==> config.mk <==
export PLATFORM = sky130hd
export DESIGN_NAME = aed_divider
export DESIGN_NICKNAME = d
export VERILOG_FILES = /design/src/sv/aed_pkg.sv /design/src/sv/aed_divider.sv
export SDC_FILE = /design/constraint.sdc
export NUM_CORES = 1
export LEC_CHECK = 0
export BUFFER_PORTS_ARGS = -buffer_cell sky130_fd_sc_hd__buf_4
export CAP_MARGIN = 20
export CORE_UTILIZATION = 40
export CTS_CLUSTER_SIZE = 10
export DETAILED_ROUTE_END_ITERATION = 10
export PLACE_DENSITY_LB_ADDON = 0.2
export SETUP_SLACK_MARGIN = 0.02
export SLEW_MARGIN = 10
export SYNTH_ARGS = -nofsm -noshare
export SYNTH_HDL_FRONTEND = slang
export SYNTH_SLANG_ARGS = --single-unit
==> constraint.sdc <==
create_clock -name clk_i -period 2.7 [get_ports clk_i]
set_input_delay 0.405 -clock clk_i [delete_from_list [all_inputs] [get_ports clk_i]]
set_output_delay 0.405 -clock clk_i [all_outputs]
set_load 0.005 [all_outputs]
==> src/sv/aed_pkg.sv <==
// Shared constants and types of the audio echo delay line.
package aed_pkg;

  localparam int unsigned SAMPLE_W          = 16;
  localparam int unsigned CFG_W             = 15;
  localparam int unsigned CFG_IDX_W         = 1;
  localparam int unsigned DEFAULT_MAX_DELAY = 16384;

  localparam logic [CFG_W-1:0] RESET_ECHO_DELAY = CFG_W'(8000);
  localparam logic [CFG_W-1:0] RESET_VOLUME_DIV = CFG_W'(4);

  // Register indexes of the configuration port.
  localparam logic [CFG_IDX_W-1:0] REG_ECHO_DELAY = 1'b0;
  localparam logic [CFG_IDX_W-1:0] REG_VOLUME_DIV = 1'b1;

  // The divider retires one quotient bit per cycle.
  localparam int unsigned DIV_STEPS = SAMPLE_W;
  localparam int unsigned DIV_CNT_W = $clog2(DIV_STEPS + 1);

  typedef struct packed {
    logic                start;
    logic [SAMPLE_W-1:0] dividend;
    logic [CFG_W-1:0]    divisor;
  } aed_div_req_t;

  typedef struct packed {
    logic                done;
    logic [SAMPLE_W-1:0] quotient;
  } aed_div_rsp_t;

endpackage

==> src/sv/aed_divider.sv <==
// Restoring unsigned divider that produces one quotient bit per cycle.
module aed_divider (
  input  logic                  clk_i,
  input  logic                  rst_ni,
  input  aed_pkg::aed_div_req_t req_i,
  output aed_pkg::aed_div_rsp_t rsp_o
);
  import aed_pkg::*;

  logic                 busy_q, busy_d;
  logic                 done_q, done_d;
  logic [DIV_CNT_W-1:0] cnt_q, cnt_d;
  logic [SAMPLE_W-1:0]  dvd_q, dvd_d;
  logic [CFG_W-1:0]     rem_q, rem_d;
  logic [CFG_W-1:0]     div_q, div_d;
  logic [CFG_W:0]       trial;
  logic [CFG_W:0]       diff;
  logic                 fits;

  // The partial remainder stays below the divisor, so it fits in CFG_W bits.
  assign trial = {rem_q, dvd_q[SAMPLE_W-1]};
  assign diff  = trial - {1'b0, div_q};
  assign fits  = trial >= {1'b0, div_q};

  always_comb begin
    busy_d = busy_q;
    done_d = 1'b0;
    cnt_d  = cnt_q;
    dvd_d  = dvd_q;
    rem_d  = rem_q;
    div_d  = div_q;
    if (req_i.start) begin
      busy_d = 1'b1;
      cnt_d  = DIV_CNT_W'(DIV_STEPS);
      dvd_d  = req_i.dividend;
      rem_d  = '0;
      div_d  = req_i.divisor;
    end else if (busy_q) begin
      rem_d = fits ? diff[CFG_W-1:0] : trial[CFG_W-1:0];
      dvd_d = {dvd_q[SAMPLE_W-2:0], fits};
      cnt_d = cnt_q - 1'b1;
      if (cnt_q == DIV_CNT_W'(1)) begin
        busy_d = 1'b0;
        done_d = 1'b1;
      end
    end
  end

  always_ff @(posedge clk_i or negedge rst_ni) begin
    if (!rst_ni) begin
      busy_q <= 1'b0;
      done_q <= 1'b0;
      cnt_q  <= '0;
    end else begin
      busy_q <= busy_d;
      done_q <= done_d;
      cnt_q  <= cnt_d;
    end
  end

  always_ff @(posedge clk_i) begin
    dvd_q <= dvd_d;
    rem_q <= rem_d;
    div_q <= div_d;
  end

  assign rsp_o.done     = done_q;
  assign rsp_o.quotient = dvd_q;

endmodule

==> out/metrics.csv <==
stage;metric;value;unit
final_layout;Finished Layout Cells;432;
detailed_routing;final WL;6660;um
synth;post-synth net total;334;
pwr;Worst VDD drop;259;uV
pwr;Pint;1490;uW
pwr;Sw Share;31.1;%
clocking;CTS Buf Count;5;
final_layout;Layout area overhead;19.4;%
floorplanning;die area;7940;um2
final_layout;post-route cell area;3620;um2
synth;top cells by area, synth;edfxtp_1 (31%), dfxtp_1 (9.9%), ha_1 (7.0%), mux2_2 (5.9%), dfrtp_1 (5.8%);
sta;Worst Tran Pin Value;0.567;ns
synth;Post-synth EDFFs;31;
pwr;LEAKAGE;0.00157;uW
worst_setup_path;Crit. End Element;flop;
final_layout;commonest non-fill, non-tap cells in the layout;buf_4 (57), edfxtp_1 (31), inv_1 (19);
floorplanning;CORE AREA;7290;um2
placed_design;Post-DP HPWL;4780;um
global_routing;met1 usage;26.0;%
synth;largest family of logic cells by synthesized area;compound AO/OA/AOI/OAI gates;
detailed_routing;via count;2300;
detailed_routing;Final ANT Viol Nets;0;
sta;Slew Viols, Final;0;
synth;register area share after synthesis;46.3;%
run_status;outcome;completed;
pwr;Seq pwr share;47.9;%
synth;Most used DFF post-synth;edfxtp_1;
sta;RSZ-0062 raised after global routing;false;
sta;fin worst setup slack;0.143;ns
floorplanning;# rows;31;
synth;share of the synthesized area in the top cell type;30.7;%
synth;area leader, netlist;edfxtp_1;
detailed_routing;DRT Pass-1 Iters;4;
synth;mux cell area share after synthesis;5.94;%
sta;Finish-stage setup viols;0;
clocking;Clock Latency Late Sink;0.32;ns
pwr;pwr/cell area;597;nW/um2
synth;Compound-Gate Fraction of Synth Area;18.5;%
synth;Netlist cell types;58;
synth;Synth warnings;0;
synth;Synth Area in Adders;7.67;%
detailed_routing;number of remaining DRC errors;0;
sta;Final min period;2.56;ns
pwr;PnR Total Power;2160;uW
final_layout;share of layout cells above drive strength 1;29.1;%
sta;Tcrit/Tclk final;94.7;%
worst_setup_path;R2R Setup Slk;0.14;ns
floorplanning;# IOs;51;
floorplanning;Die Span Y;89.1;um
pwr;combinational group share of total power;29.5;%
global_routing;vias in the first global route;2239;
global_routing;total grt overflow;0;
synth;post-synthesis xor/xnor area fraction;3.75;%
global_routing;largest net degree at the start of global routing;45;
worst_setup_path;Worst EP arrival;2.79;ns
floorplanning;DIE WIDTH;89.1;um
sta;Peak Freq;391;MHz
final_layout;Post-layout nets;384;
floorplanning;Starting Density;41.6;%
final_layout;commonest non-fill, non-tap cell in the layout;buf_4;
placed_design;port bufs;50;
synth;cells after synthesis;282;
global_routing;GR peak layer;met2;
worst_setup_path;Worst Path Max Fanout;9;
global_routing;routing usage on met2;29.3;%
min_path;HP Class;primary input to flop;
placed_design;GP Congestion;0.867;
detailed_routing;routed vias/inst;5.32;
clocking;clock root cell;clkbuf_8;
clocking;Reg clk slew, reported paths;0.10;ns
detailed_routing;initial DRC count;142;
synth;async set-reset flop share out of synthesis;13.2;%
synth;mapped cell area;3040;um2
synth;post-synthesis sequential element count;53;
clocking;clk sinks;53;
clocking;TritonCTS clock tree;done;
final_layout;Diodes inserted;0;
clocking;clk buf depth;2;
global_routing;initial antenna violation count;0;
global_routing;GRT Total Usage;18.4;%
placed_design;Place WS;0.115;ns
worst_setup_path;WP data required;2.93;ns
clocking;H-tree levels;2;
flow_run;max cap viols;0;
sta;final hold violations;0;
placed_design;DP Cell Count;423;
sta;worst rel slew slack;62.2;%
sta;setup TNS after final layout;0;ns
global_routing;GR Util met3;2.77;%
global_routing;first-pass GRT wire length;11100;um
synth;Post-Syn Area per Cell;10.8;um2
synth;simple-gate area share of the yosys netlist;12.7;%
worst_setup_path;CP Class;flop to flop;
worst_setup_path;Worst Setup Start Kind;flop;
placed_design;Cell Area, Placed;3510;um2
clocking;post-CTS setup buffer count;0;
sta;clock skew;0.00912;ns
detailed_routing;Avg WL per Cell;15.4;um
pwr;sw power;673;uW
pwr;clock share of power;22.6;%
[timing repair]
item | 4_1_cts | 5_1_grt
setup endpoints to repair | 0 | 8
hold endpoints to repair | 7 | 0
resized for setup | 0 | 2
hold buffers | 1 | 0
[worst paths after layout]
path,from,endpoint,depth (start not counted)
setup / recovery,dvd_q[15],rem_q[10],9
min in group asynchronous,rst_ni,cnt_q[2],2
hold / removal,req_i[2],div_q[2],1
max in group asynchronous,rst_ni,cnt_q[1],2
hold reg to reg,rem_q[5],rem_q[5],2
setup reg to reg,dvd_q[15],rem_q[10],9
[state kept, by name, summed over array words and instances, names as in the netlist]
name	count
done_q	1
cnt_q	5
rem_q	15
div_q	15
dvd_q	16
busy_q	1
[routing by layer]
metal	vias up	wire length, um
met3	7	214
met5	-	0
met4	0	87
met2	41	3180
met1	1091	3180
li1	1161	-
[cells by family after synthesis]
group           Yosys count
xor+xnor                 13
flops                    53
compound gates           73
buf+inv                  35
fa+ha+maj                18
simple gates             74
mux                      16
[power by group through the flow]
stage               Combinational (uW)  Sequential [uW]  Clock [uW]
floorplan                          438             1040           0
detailed placement                 632             1050           0
finish                             638             1040         490
CTS                                637             1040         506
global route                       708             1050         535
global placement                   625             1050           0
[cells in the mapped netlist, types with 4 or more instances]
| cell type | instances |
|---|---|
| edfxtp_1 | 31 |
| inv_1 | 19 |
| ha_1 | 17 |
| mux2_2 | 16 |
| dfxtp_1 | 15 |
| nand2_1 | 15 |
| nor2_1 | 15 |
| nand3_1 | 14 |
| a21o_1 | 9 |
| o21ai_1 | 8 |
| a21oi_1 | 7 |
| clkbuf_1 | 7 |
| dfrtp_1 | 7 |
| o21ai_0 | 7 |
| xor2_1 | 7 |
| a311oi_1 | 6 |
| nor3_1 | 6 |
| xnor2_1 | 6 |
| a211oi_1 | 5 |
| and3_1 | 5 |
| o211ai_1 | 5 |
| nand4_1 | 4 |
| o2111ai_1 | 4 |
[worst max-delay path: stages, from the launching register on]
cell	delay (ns)
edfxtp_1	0.36
inv_1	0.06
ha_1	0.23
fa_2	0.36
and2b_1	0.24
o21a_2	0.15
nor3_2	0.05
o21a_4	0.25
or4b_1	0.53
a311oi_2	0.24
[per-stage QoR]
stage               util, %  hold slack [ns]
CTS                    49.6            0.249
global route           49.7            0.239
floorplan                 -            0.109
detailed placement     48.1            0.224
finish                 49.7            0.257
global placement       48.1            0.223
[layout make-up]
type | instances | area, um2
Inverter | 20 | 75.1
Tap cell | 99 | 124
Multi-Input combinational cell | 194 | 1480
Fill cell | 716 | 3670
Clock inverter | 2 | 16.3
Timing Repair Buffer | 58 | 438
Clock buffer | 6 | 82.6
Sequential cell | 53 | 1410
(Power assumes the default switching activity.)
